File: config.mk
export PLATFORM = sky130hd
export DESIGN_NAME = encoder_position_trim_top
export DESIGN_NICKNAME = d
export VERILOG_FILES = /design/src/design/ept_pkg.sv /design/src/design/ept_cfg.sv /design/src/design/ept_eval.sv /design/src/design/encoder_position_trim_top.sv
export VERILOG_INCLUDE_DIRS = /design/src /design/src/design
export SDC_FILE = /design/constraint.sdc
export NUM_CORES = 1
export LEC_CHECK = 0
export BUFFER_PORTS_ARGS = -buffer_cell sky130_fd_sc_hd__buf_4
export CORE_ASPECT_RATIO = 2
export CORE_MARGIN = 2
export CORE_UTILIZATION = 40
export CTS_BUF_LIST = sky130_fd_sc_hd__clkbuf_4 sky130_fd_sc_hd__clkbuf_8
export CTS_CLUSTER_SIZE = 28
export DETAILED_ROUTE_END_ITERATION = 8
export PLACE_DENSITY = 0.66
export SYNTH_ARGS = -nofsm -noshare
export SYNTH_HDL_FRONTEND = slang
export SYNTH_HIERARCHICAL = 1
export SYNTH_SLANG_ARGS = --single-unit
File: constraint.sdc
create_clock -name clk_i -period 9.1 [get_ports clk_i]
set_input_delay 1.82 -clock clk_i [delete_from_list [all_inputs] [get_ports clk_i]]
set_output_delay 1.82 -clock clk_i [all_outputs]
set_load 0.01 [all_outputs]
File: src/design/encoder_position_trim_top_defines.svh
// assertion macros shared by the trim block
`ifndef ENCODER_POSITION_TRIM_TOP_DEFINES_SVH
`define ENCODER_POSITION_TRIM_TOP_DEFINES_SVH

// same-cycle implication, checked out of reset
`define EPT_ASSERT_SAME(label, clk, rst_n, ante, cons) \
  label: assert property (@(posedge clk) disable iff (!rst_n) (ante) |-> (cons)) \
    else $error("ept same-cycle check failed");

// next-cycle implication, checked out of reset
`define EPT_ASSERT_NEXT(label, clk, rst_n, ante, cons) \
  label: assert property (@(posedge clk) disable iff (!rst_n) (ante) |=> (cons)) \
    else $error("ept next-cycle check failed");

`endif

File: src/design/ept_pkg.sv
package ept_pkg;

  // result status codes
  typedef enum logic [2:0] {
    ST_MOVE     = 3'd0,
    ST_REACHED  = 3'd1,
    ST_NOPROG   = 3'd2,
    ST_OVERFLOW = 3'd3,
    ST_LIMIT    = 3'd4,
    ST_IDLE     = 3'd5,
    ST_STARTED  = 3'd6
  } status_e;

  // input command codes
  typedef enum logic {
    CMD_START  = 1'b0,
    CMD_SAMPLE = 1'b1
  } command_e;

  // configuration register indexes
  typedef enum logic [1:0] {
    REG_TOLERANCE = 2'd0,
    REG_MAX_ATT   = 2'd1,
    REG_OVERSHOOT = 2'd2
  } reg_index_e;

  localparam logic [63:0] AbsErrReset  = 64'h7FFF_FFFF_FFFF_FFFF;
  localparam logic [63:0] PosStepLimit = 64'h0000_0000_7FFF_FFFF;
  localparam logic [31:0] NegStepLimit = 32'h8000_0000;
  localparam logic [7:0]  MaxAttReset  = 8'd3;

  typedef struct packed {
    logic [15:0] tolerance;
    logic [7:0]  max_attempts;
    logic [15:0] reverse_overshoot;
  } cfg_t;

  typedef struct packed {
    logic [63:0] goal;
    logic [63:0] prev_abs_err;
    logic        overshoot_pending;
    logic [7:0]  attempt_count;
    logic        running;
  } trim_state_t;

  typedef struct packed {
    status_e     status;
    logic [31:0] steps;
    logic [7:0]  attempt_index;
  } result_t;

endpackage

File: src/design/ept_cfg.sv
module ept_cfg (
  input  logic          clk_i,
  input  logic          rst_ni,
  input  logic          cfg_we_i,
  input  logic [1:0]    cfg_index_i,
  input  logic [15:0]   cfg_wdata_i,
  output ept_pkg::cfg_t cfg_o
);
  import ept_pkg::*;

  cfg_t cfg_q, cfg_d;

  // register write decode, unknown indexes are dropped
  always_comb begin
    cfg_d = cfg_q;
    if (cfg_we_i) begin
      case (reg_index_e'(cfg_index_i))
        REG_TOLERANCE: cfg_d.tolerance         = cfg_wdata_i;
        REG_MAX_ATT:   cfg_d.max_attempts      = cfg_wdata_i[7:0];
        REG_OVERSHOOT: cfg_d.reverse_overshoot = cfg_wdata_i;
        default:       cfg_d = cfg_q;
      endcase
    end
  end

  always_ff @(posedge clk_i or negedge rst_ni) begin
    if (!rst_ni) begin
      cfg_q.tolerance         <= '0;
      cfg_q.max_attempts      <= MaxAttReset;
      cfg_q.reverse_overshoot <= '0;
    end else begin
      cfg_q <= cfg_d;
    end
  end

  assign cfg_o = cfg_q;

endmodule

File: src/design/ept_eval.sv
module ept_eval (
  input  logic                 command_i,
  input  logic [63:0]          target_i,
  input  logic [63:0]          count_i,
  input  ept_pkg::cfg_t        cfg_i,
  input  ept_pkg::trim_state_t state_i,
  output ept_pkg::trim_state_t state_o,
  output ept_pkg::result_t     result_o
);
  import ept_pkg::*;

  logic        negative;
  logic [63:0] diff_gc;
  logic [63:0] diff_cg;
  logic [63:0] mag;
  logic        within_tol;
  logic        crossing;
  logic        no_progress;
  logic [31:0] neg_limit;
  logic        ovf_neg;
  logic        ovf_pos;
  logic [31:0] steps_neg;
  logic        final_check;

  // exact error magnitude, both directions computed side by side
  assign negative  = $signed(state_i.goal) < $signed(count_i);
  assign diff_gc   = state_i.goal - count_i;
  assign diff_cg   = count_i - state_i.goal;
  assign mag       = negative ? diff_cg : diff_gc;

  // decision terms
  assign within_tol  = mag <= {48'd0, cfg_i.tolerance};
  assign crossing    = state_i.overshoot_pending && !negative;
  assign no_progress = !crossing && (mag >= state_i.prev_abs_err);
  assign neg_limit   = NegStepLimit - {16'd0, cfg_i.reverse_overshoot};
  assign ovf_neg     = mag > {32'd0, neg_limit};
  assign ovf_pos     = mag > PosStepLimit;
  assign steps_neg   = 32'd0 - (mag[31:0] + {16'd0, cfg_i.reverse_overshoot});
  assign final_check = state_i.attempt_count >= cfg_i.max_attempts;

  // next state and result
  always_comb begin
    state_o                = state_i;
    result_o.status        = ST_MOVE;
    result_o.steps         = '0;
    result_o.attempt_index = state_i.attempt_count;
    if (command_e'(command_i) == CMD_START) begin
      state_o.goal              = target_i;
      state_o.prev_abs_err      = AbsErrReset;
      state_o.overshoot_pending = 1'b0;
      state_o.attempt_count     = '0;
      state_o.running           = 1'b1;
      result_o.status           = ST_STARTED;
      result_o.attempt_index    = '0;
    end else if (!state_i.running) begin
      result_o.status        = ST_IDLE;
      result_o.attempt_index = '0;
    end else if (final_check) begin
      state_o.running = 1'b0;
      result_o.status = within_tol ? ST_REACHED : ST_LIMIT;
    end else if (within_tol) begin
      state_o.running = 1'b0;
      result_o.status = ST_REACHED;
    end else if (no_progress) begin
      state_o.running = 1'b0;
      result_o.status = ST_NOPROG;
    end else if (negative ? ovf_neg : ovf_pos) begin
      state_o.running = 1'b0;
      result_o.status = ST_OVERFLOW;
    end else begin
      // issue a correction
      state_o.prev_abs_err      = mag;
      state_o.attempt_count     = state_i.attempt_count + 8'd1;
      state_o.overshoot_pending = negative && (cfg_i.reverse_overshoot != 16'd0);
      result_o.steps            = negative ? steps_neg : mag[31:0];
    end
  end

endmodule

File: src/design/encoder_position_trim_top.sv
// Encoder position trim controller. Every transaction in gives exactly one
// result transaction out: a start loads the target and answers "started",
// each settled encoder sample answers move (with a signed step count),
// reached, no progress, overflow or limit missed, and a sample while idle
// answers "idle ignored". One item is taken per cycle unless stalled; each
// passes the input register, then the result register, with the full error
// compare between the two. A held output stall backs up into in_stall_o in
// the same cycle once both registers are full. The user must write
// configuration through the plain write port while no work is in flight;
// unchecked by the block. Reset: tolerance 0, max attempts 3, overshoot 0.
module encoder_position_trim_top (
  input  logic        clk_i,
  input  logic        rst_ni,
  input  logic        cfg_we_i,
  input  logic [1:0]  cfg_index_i,
  input  logic [15:0] cfg_wdata_i,
  input  logic        in_valid_i,
  output logic        in_stall_o,
  input  logic        command_i,
  input  logic [63:0] target_position_i,
  input  logic [63:0] encoder_count_i,
  output logic        out_valid_o,
  input  logic        out_stall_i,
  output logic [2:0]  status_o,
  output logic [31:0] correction_steps_o,
  output logic [7:0]  attempt_index_o
);
  import ept_pkg::*;

  `include "encoder_position_trim_top_defines.svh"

  cfg_t        cfg;
  trim_state_t state_q, state_d;
  result_t     result_d, result_q;

  logic        in_valid_q;
  logic        cmd_q;
  logic [63:0] target_q;
  logic [63:0] count_q;
  logic        out_valid_q;
  logic        out_free;
  logic        fire;
  logic        in_take;

  ept_cfg u_cfg (
    .clk_i       (clk_i),
    .rst_ni      (rst_ni),
    .cfg_we_i    (cfg_we_i),
    .cfg_index_i (cfg_index_i),
    .cfg_wdata_i (cfg_wdata_i),
    .cfg_o       (cfg)
  );

  ept_eval u_eval (
    .command_i (cmd_q),
    .target_i  (target_q),
    .count_i   (count_q),
    .cfg_i     (cfg),
    .state_i   (state_q),
    .state_o   (state_d),
    .result_o  (result_d)
  );

  // handshake between the two register stages
  assign out_free   = !out_valid_q || !out_stall_i;
  assign fire       = in_valid_q && out_free;
  assign in_stall_o = in_valid_q && !out_free;
  assign in_take    = in_valid_i && !in_stall_o;

  // input register
  always_ff @(posedge clk_i or negedge rst_ni) begin
    if (!rst_ni) begin
      in_valid_q <= 1'b0;
    end else if (in_take) begin
      in_valid_q <= 1'b1;
    end else if (fire) begin
      in_valid_q <= 1'b0;
    end
  end

  always_ff @(posedge clk_i) begin
    if (in_take) begin
      cmd_q    <= command_i;
      target_q <= target_position_i;
      count_q  <= encoder_count_i;
    end
  end

  // trim state, updated as each item completes
  always_ff @(posedge clk_i or negedge rst_ni) begin
    if (!rst_ni) begin
      state_q.goal              <= '0;
      state_q.prev_abs_err      <= AbsErrReset;
      state_q.overshoot_pending <= 1'b0;
      state_q.attempt_count     <= '0;
      state_q.running           <= 1'b0;
    end else if (fire) begin
      state_q <= state_d;
    end
  end

  // result register
  always_ff @(posedge clk_i or negedge rst_ni) begin
    if (!rst_ni) begin
      out_valid_q <= 1'b0;
    end else if (fire) begin
      out_valid_q <= 1'b1;
    end else if (!out_stall_i) begin
      out_valid_q <= 1'b0;
    end
  end

  always_ff @(posedge clk_i) begin
    if (fire) begin
      result_q <= result_d;
    end
  end

  assign out_valid_o        = out_valid_q;
  assign status_o           = result_q.status;
  assign correction_steps_o = result_q.steps;
  assign attempt_index_o    = result_q.attempt_index;

  // only a move carries a step count
  `EPT_ASSERT_SAME(a_steps_zero, clk_i, rst_ni,
    out_valid_q && (result_q.status != ST_MOVE), result_q.steps == 32'd0)
  // an accepted item always lands in the input register
  `EPT_ASSERT_NEXT(a_in_lands, clk_i, rst_ni, in_take, in_valid_q)
  // each issued move advances the attempt count by one
  `EPT_ASSERT_NEXT(a_move_counts, clk_i, rst_ni, fire && (result_d.status == ST_MOVE),
    state_q.attempt_count == $past(state_q.attempt_count) + 8'd1)

endmodule

==> results of run 1 <==
-- placed cells by master, fill, tap and decap left out, types with 54 or more instances in the layout --
cell type / count
a21o_1: 77
a21oi_1: 278
buf_4: 246
clkbuf_8: 65
dfrtp_1: 115
dfstp_2: 65
edfxtp_1: 172
ha_1: 312
inv_1: 304
mux2_2: 242
nand2_1: 191
nand4_1: 62
nor2_1: 178
nor3_1: 54
o21ai_0: 186
xnor2_1: 76
-- report_power, final --
part / switching, W / total [W] / internal (W)
Combinational: 0.00520 / 0.00821 / 0.00301
Clock: 0.000706 / 0.00151 / 0.000805
Sequential: 0.000170 / 0.00204 / 0.00187
-- cell families after synthesis --
kind of cell / after synthesis / share of synthesized area (%)
buffers and inverters: 435 / 6.57
muxes: 287 / 11.5
DFF: 352 / 34.8
xor gates and xnor gates: 118 / 3.69
AOI/OAI and AO/OA: 774 / 17.4
adders and majority gates: 316 / 14.2
and+or+nand+nor: 677 / 11.9
-- worst max path at each step --
stage	from	to	slack (ps)
after floorplan	state_q[127]$_DFFE_PN0P_	correction_steps_o[31]$_DFFE_PP_	1740
final	state_q[125]$_DFFE_PN0P_	correction_steps_o[28]$_DFFE_PP_	650
after CTS	state_q[125]$_DFFE_PN0P_	state_q[26]$_DFFE_PN1P_	730
after detailed placement	state_q[125]$_DFFE_PN0P_	state_q[26]$_DFFE_PN1P_	750
after global routing	count_q[51]$_DFFE_PP_	state_q[13]$_DFFE_PN1P_	200
after global placement	count_q[51]$_DFFE_PP_	state_q[26]$_DFFE_PN1P_	860
-- metrics by stage --
step / power [W] / std cells / setup WS, ps / cell area [um2]
2_1_floorplan: 0.00741 / 2959 / 1740 / 28000
3_3_place_gp: 0.0100 / 3983 / 864 / 30500
3_5_place_dp: 0.0101 / 3983 / 747 / 30500
4_1_cts: 0.0117 / 4088 / 735 / 31700
5_1_grt: 0.0126 / 4089 / 204 / 31700
6_report: 0.0118 / 4089 / 647 / 31700
-- registers in the layout, indices dropped and copies added (netlist names) --
| signal | count |
|---|---|
| target_q | 64 |
| state_q | 138 |
| count_q | 64 |
| u_cfg/cfg_o | 40 |
| status_o | 3 |
| correction_steps_o | 32 |
| out_valid_o | 1 |
| cmd_q | 1 |
| in_valid_q | 1 |
| attempt_index_o | 8 |
-- per-layer routing --
metal  vias to the layer above  share of wire, %  GRT usage (%)
li1                      11000                 -              -
met1                     11100                34           25.0
met2                       784                52           46.5
met3                       377               4.1           3.20
met4                         0               9.7           21.3
met5                         -                 0              0
-- layout make-up --
type                            count  area (um2)  area share (%)
Antenna cell                        1        2.50         0.00790
Clock inverter                     25         219           0.691
Inverter                          304        1140            3.60
Multi-Input combinational cell   2172       16500            52.0
Clock buffer                       80        1010            3.18
Sequential cell                   352        9750            30.8
Timing Repair Buffer              252        1960            6.18
Tap cell                          903        1130            3.57
-- critical path: cells and delay by family (launching register included) --
family	cells	cell delay, ps
AO/OA/AOI/OAI	15	4310
adder cells (fa/ha/maj)	3	990
XOR/XNOR	1	180
flip-flops	1	410
AND/OR/NAND/NOR	6	1570
buffers and inverters	3	710
==> key figures, run 1 <==
Run status
  • Outcome: complete, no violations

Power and ir drop
  • Pleak: 14.4 nW
  • VDD IR max: 225 uV
  • Total power per unit cell area: 371 mW/mm2

Critical path
  • Critical path class: reg2reg
  • Slowest stage delay, CP: 730 ps
  • CP max FO: 30
  • CP Launch Type: register
  • R2R cell count: 28
  • Critical Path End Type: register
  • CP dominant cell by count: a21oi_1
  • Arrival @ worst endpoint: 8920 ps
  • RR Startpoint: state_q[125]$_DFFE_PN0P_
  • R2R setup slack: 650 ps
  • CP required: 9570 ps
  • Critical-path top delay cell: a21oi_1
  • R2r endpoint: correction_steps_o[28]$_DFFE_PP_

Finish
  • Fill cells: 6876
  • Area added between synthesis and finish: 13.0%
  • Fin nets: 3605
  • Fraction of layout cells with a size suffix above 1: 22.4%
  • Final core utilization: 45.5%

STA
  • Endpoints failing hold: 0
  • RSZ-0062 raised after global routing: no
  • Fmax: 118 MHz
  • Post-layout min period: 8450 ps
  • Hold_ws: 484 ps
  • Final setup TNS: 0 ps
  • Worst-Margin Slew: 1040 ps
  • Tcrit/Tclk final: 92.9%
  • Fin. max-slew vios: 0
  • Worst Clk Skew: 68.4 ps
  • Slew headroom: 30.7%
  • Endpoints failing setup: 0

Place
  • GP Congestion: 0.980
  • Port Buf Inserts: 196
  • Post-DP HPWL: 72.3 mm

Detailed routing
  • Starting DRC count in detailed routing: 1298
  • Final ANT Viol Nets: 0
  • WL final: 91.5 mm
  • Residual DRC: 0
  • Routed wire per std cell: 22.4 um
  • DR vias/cell: 5.70
  • Vias post-DR: 23300
  • 1st-pass router iterations: 5

Clocking
  • CTS tree: done
  • Clock buffer count from CTS: 56
  • Root buffer cell: clkbuf_8
  • Clock sink count: 352
  • Clock Pin Slew Worst Setup and Hold Paths: 70 ps
  • Cts hold-fix bufs: 0
  • Post-CTS Setup Inserts: 0
  • H-tree levels: 2
  • CTS resizes: 0
  • Worst-skew pair later-pin latency: 720 ps
  • Clock Path Buffers: 3

Logic synthesis
  • Area of the mapped netlist: 0.0280 mm2
  • Synth area leader: edfxtp_1
  • List of most frequent post-synthesis cells: ha_1 (312), inv_1 (304), a21oi_1 (278), mux2_2 (242), nand2_1 (192)
  • Top_reg_cell synth: edfxtp_1
  • Cells after Synth: 2959
  • Sequential element share of the synthesized area: 34.8%
  • Post-synth EDFFs: 172
  • Top cell type's share of synthesized area: 18.4%
  • Most frequent cell after synthesis: ha_1
  • Flops & latches, synth: 352
  • Syn_nets: 3426
  • Ys Warns: 6
  • Post-synth ARST share: 51.1%
  • Area contributors post-synth: edfxtp_1 (18%), ha_1 (14%), dfrtp_1 (10%)
  • Syn avg cell area: 9.48 um2
  • Distinct cell type count after synthesis: 95

Floorplanning
  • IO Count: 197
  • Die Width: 191 um
  • Core Area: 0.0696 mm2
  • Chip Height: 378 um
  • Die area: 0.0724 mm2
  • Initial Utilization: 40.3%
  • Row count: 137

GRT
  • Largest net degree at the start of global routing: 117
  • Total track usage: 25.4%
  • Total gr overflow: 0
  • Global-route wire length before repair: 139 mm
  • Antenna violations before repair: 2
  • Vias in the first global route: 24300

Job
  • Maxcap violations: 0

Worst hold path
  • Hold WC Path Type: reg2reg
  • Hold path endpoint: out_valid_o$_DFFE_PN0P_
  • Hold wc startpoint: in_valid_q$_DFFE_PN0P_
  • Hold-critical path depth: 1
(Power assumes the default switching activity.)
==> run 2: changes to the inputs <==
--- a/config.mk
+++ b/config.mk
@@ -8,3 +8,4 @@
 export LEC_CHECK = 0
-export BUFFER_PORTS_ARGS = -buffer_cell sky130_fd_sc_hd__buf_4
+export ABC_AREA = 1
+export BUFFER_PORTS_ARGS = -buffer_cell sky130_fd_sc_hd__buf_2
 export CORE_ASPECT_RATIO = 2
--- a/constraint.sdc
+++ b/constraint.sdc
@@ -3,2 +3,2 @@
 set_output_delay 1.82 -clock clk_i [all_outputs]
-set_load 0.01 [all_outputs]
+set_load 0.1 [all_outputs]
==> run 2 against run 1 <==
The flow now finishes with violations (max-capacitance violations, max-slew violations). Wire length up 33%. Combinational power is 26% lower. Cell count up 34%. Setup slack improved by 610 ps. Non-clock buffer count fell by 28. Clock skew fell by 20 ps. Synthesized cell count up 44%. Via count is 26% higher. Critical endpoint is now state_q[18]$_DFFE_PN1P_. Largest cell class unchanged. Highest routed layer is now met5.
==> key figures, run 2 <==
Critical path
  • Critical path class: reg2reg
  • CP dominant cell by count: nand2_1
  • CP required: 9730 ps (+160 ps)
  • Slowest stage delay, CP: 580 ps (-150 ps)
  • Arrival @ worst endpoint: 8470 ps (-450 ps)
  • CP Launch Type: register
  • Critical-path top delay cell: inv_6
  • Buffers & Inverters on Critical Path: 5 (+2)
  • R2R setup slack: 1260 ps (+610 ps)
  • CP max FO: 72 (+140%)
  • Critical Path End Type: register
  • CP top delay family: simple AND/OR/NAND/NOR gates

Clocking
  • H-tree levels: 2 (unchanged)
  • Cts hold-fix bufs: 0 (unchanged)
  • CTS tree: done
  • CTS resizes: 0 (unchanged)
  • Clock Path Buffers: 3 (unchanged)
  • Clock Pin Slew Worst Setup and Hold Paths: 70 ps (about the same)
  • Clock sink count: 352 (unchanged)
  • Clock buffer count from CTS: 52 (-7.1%)
  • Worst-skew pair later-pin latency: 700 ps (-20 ps)
  • Root buffer cell: clkbuf_8
  • Post-CTS Setup Inserts: 0 (unchanged)

Place
  • GP Congestion: 1.02 (+4.3%)
  • Post-DP HPWL: 99.5 mm (+38%)
  • Post-place instance area: 0.0319 mm2 (+4.9%)
  • Port Buf Inserts: 196 (unchanged)

Detailed routing
  • Residual DRC: 0 (unchanged)
  • Routed wire per std cell: 22.2 um (-0.78%)
  • Vias post-DR: 29400 (+26%)
  • DR vias/cell: 5.37 (-5.7%)
  • Starting DRC count in detailed routing: 1770 (+36%)
  • WL final: 121 mm (+33%)
  • 1st-pass router iterations: 6 (+1)
  • Final ANT Viol Nets: 0 (unchanged)

Finish
  • Regs by FF count: state_q x138, count_q x64, target_q x64
  • Area added between synthesis and finish: 9.48%
  • Fraction of layout cells with a size suffix above 1: 9.94% (-12 points)
  • Commonest cells after routing, fill and taps aside: nand2_1 (1161), inv_1 (588), nor2_1 (397), a21oi_1 (330), ha_1 (312)
  • Fill cells: 7881 (+15%)
  • Final instance area: 0.0330 mm2 (+4.2%)
  • Fin nets: 4882 (+35%)
  • Most common cell after layout, fill and taps aside: nand2_1
  • Final core utilization: 44.1% (-1.4 points)
  • Reg area: 0.00975 mm2 (about the same)
  • Area of the multi-input gates: 0.0174 mm2 (+5.7%)
  • Max FFs per register: 138 (unchanged)
  • Top reg by flops: state_q

Floorplanning
  • Die Width: 198 um (+3.6%)
  • Die area: 0.0777 mm2 (+7.4%)
  • Row count: 142 (+3.6%)
  • IO Count: 197 (unchanged)
  • Core Area: 0.0748 mm2 (+7.5%)
  • Chip Height: 392 um (+3.7%)
  • Initial Utilization: 40.3% (about the same)

Logic synthesis
  • Post-synth ARST share: 51.1% (unchanged)
  • Post-synth EDFFs: 172 (unchanged)
  • Area contributors post-synth: edfxtp_1 (17%), nand2_1 (14%), ha_1 (13%)
  • List of most frequent post-synthesis cells: nand2_1 (1161), inv_1 (591), nor2_1 (397), a21oi_1 (330), ha_1 (312)
  • Flops & latches, synth: 352 (unchanged)
  • Top cell type's share of synthesized area: 17.1% (-1.3 points)
  • Ys Warns: 6 (unchanged)
  • Synth area leader: edfxtp_1
  • Top_reg_cell synth: edfxtp_1
  • Most frequent cell after synthesis: nand2_1
  • Area of the mapped netlist: 0.0302 mm2 (+7.5%)
  • Cells after Synth: 4270 (+44%)
  • Distinct cell type count after synthesis: 63 (-34%)
  • Syn avg cell area: 7.06 um2 (-25%)
  • Syn_nets: 4737 (+38%)
  • Sequential element share of the synthesized area: 32.3% (-2.4 points)

Job
  • Maxcap violations: 1 (+1)

Power and ir drop
  • Pleak: 16.3 nW (+14%)
  • Total power per unit cell area: 289 mW/mm2 (-22%)
  • VDD IR max: 165 uV (-27%)

STA
  • Worst-Margin Slew: 1500 ps (+461 ps)
  • Tcrit/Tclk final: 86.2% (-6.7 points)
  • Fmax: 128 MHz (+7.8%)
  • Hold_ws: 468 ps (-16.0 ps)
  • Slew headroom: -0.891% (-32 points)
  • Worst Clk Skew: 48.4 ps (-20.0 ps)
  • Fin. max-slew vios: 1 (+1)
  • Endpoints failing hold: 0 (unchanged)
  • Post-layout min period: 7840 ps (-610 ps)
  • Endpoints failing setup: 0 (unchanged)
  • Final setup TNS: 0 ps (unchanged)
  • RSZ-0062 raised after global routing: no

GRT
  • Vias in the first global route: 29800 (+23%)
  • Total track usage: 31.1% (+5.7 points)
  • Largest net degree at the start of global routing: 86 (-26%)
  • Global-route wire length before repair: 177 mm (+28%)
  • Total gr overflow: 0 (unchanged)
  • Antenna violations before repair: 3 (+1)

Run status
  • Outcome: complete, but fails checks
  • Failing checks: max-capacitance violations, max-slew violations

Worst hold path
  • Hold WC Path Type: reg2reg
==> run 2: layout make-up <==
type	instances	area share, %
antenna	2	0.0152
clock buffer	72	2.70
clock inverter	25	0.527
inverter	615	7.03
multi-input combinational	3170	52.7
sequential	352	29.5
tap	1008	3.82
timing repair buffer	224	3.63
==> run 2: path summary, 6_finish.rpt <==
kind / cells past startpoint / startpoint / end
worst max-delay path: 36 / state_q[74]$_DFFE_PN0P_ / state_q[18]$_DFFE_PN1P_
worst min-delay path: 2 / state_q[52]$_DFFE_PN1P_ / state_q[52]$_DFFE_PN1P_
worst max register to register: 36 / state_q[74]$_DFFE_PN0P_ / state_q[18]$_DFFE_PN1P_
worst min register to register: 2 / state_q[52]$_DFFE_PN1P_ / state_q[52]$_DFFE_PN1P_
max in group asynchronous: 2 / rst_ni / state_q[94]$_DFFE_PN0P_
min in group asynchronous: 1 / rst_ni / state_q[4]$_DFFE_PN0P_
==> run 2: through the flow <==
stage	setup slack [ps]	instances	power, W
6_report	1260	5468	0.00955
5_1_grt	613	5467	0.0103
4_1_cts	1390	5466	0.00950
3_5_place_dp	1400	5369	0.00810
3_3_place_gp	1590	5369	0.00808
2_1_floorplan	3520	4270	0.00609
==> run 2: tightest hold or removal path: cells and delay by family, from the launching register on <==
| kind | cells | cell delay (ps) |
|---|---|---|
| and+or+nand+nor | 2 | 90 |
| DFF | 1 | 370 |
==> run 2: power by group <==
group	internal (W)	total, W	switching, W
combinational	0.00182	0.00611	0.00428
sequential	0.00193	0.00208	0.000152
clock	0.000694	0.00136	0.000667
==> run 2: routing by layer <==
metal	track usage (%)	vias up	part of all wire, %
met1	28.7	13800	33
met5	0	-	0.012
li1	-	14200	-
met2	59.2	919	53
met4	27.5	2	10
met3	3.40	416	3.8
==> run 2: logic make-up (layout without fill, tap and decap cells) <==
family	after synthesis	in the layout	synth area share (%)
fa+ha+maj	315	315	13.1
simple gates	1959	1959	26.9
buf+inv	748	936	9.97
compound gates	772	772	14.1
xor+xnor	121	121	3.51
flops	352	352	32.3
other cells	0	2	0
mux	3	3	0.0996
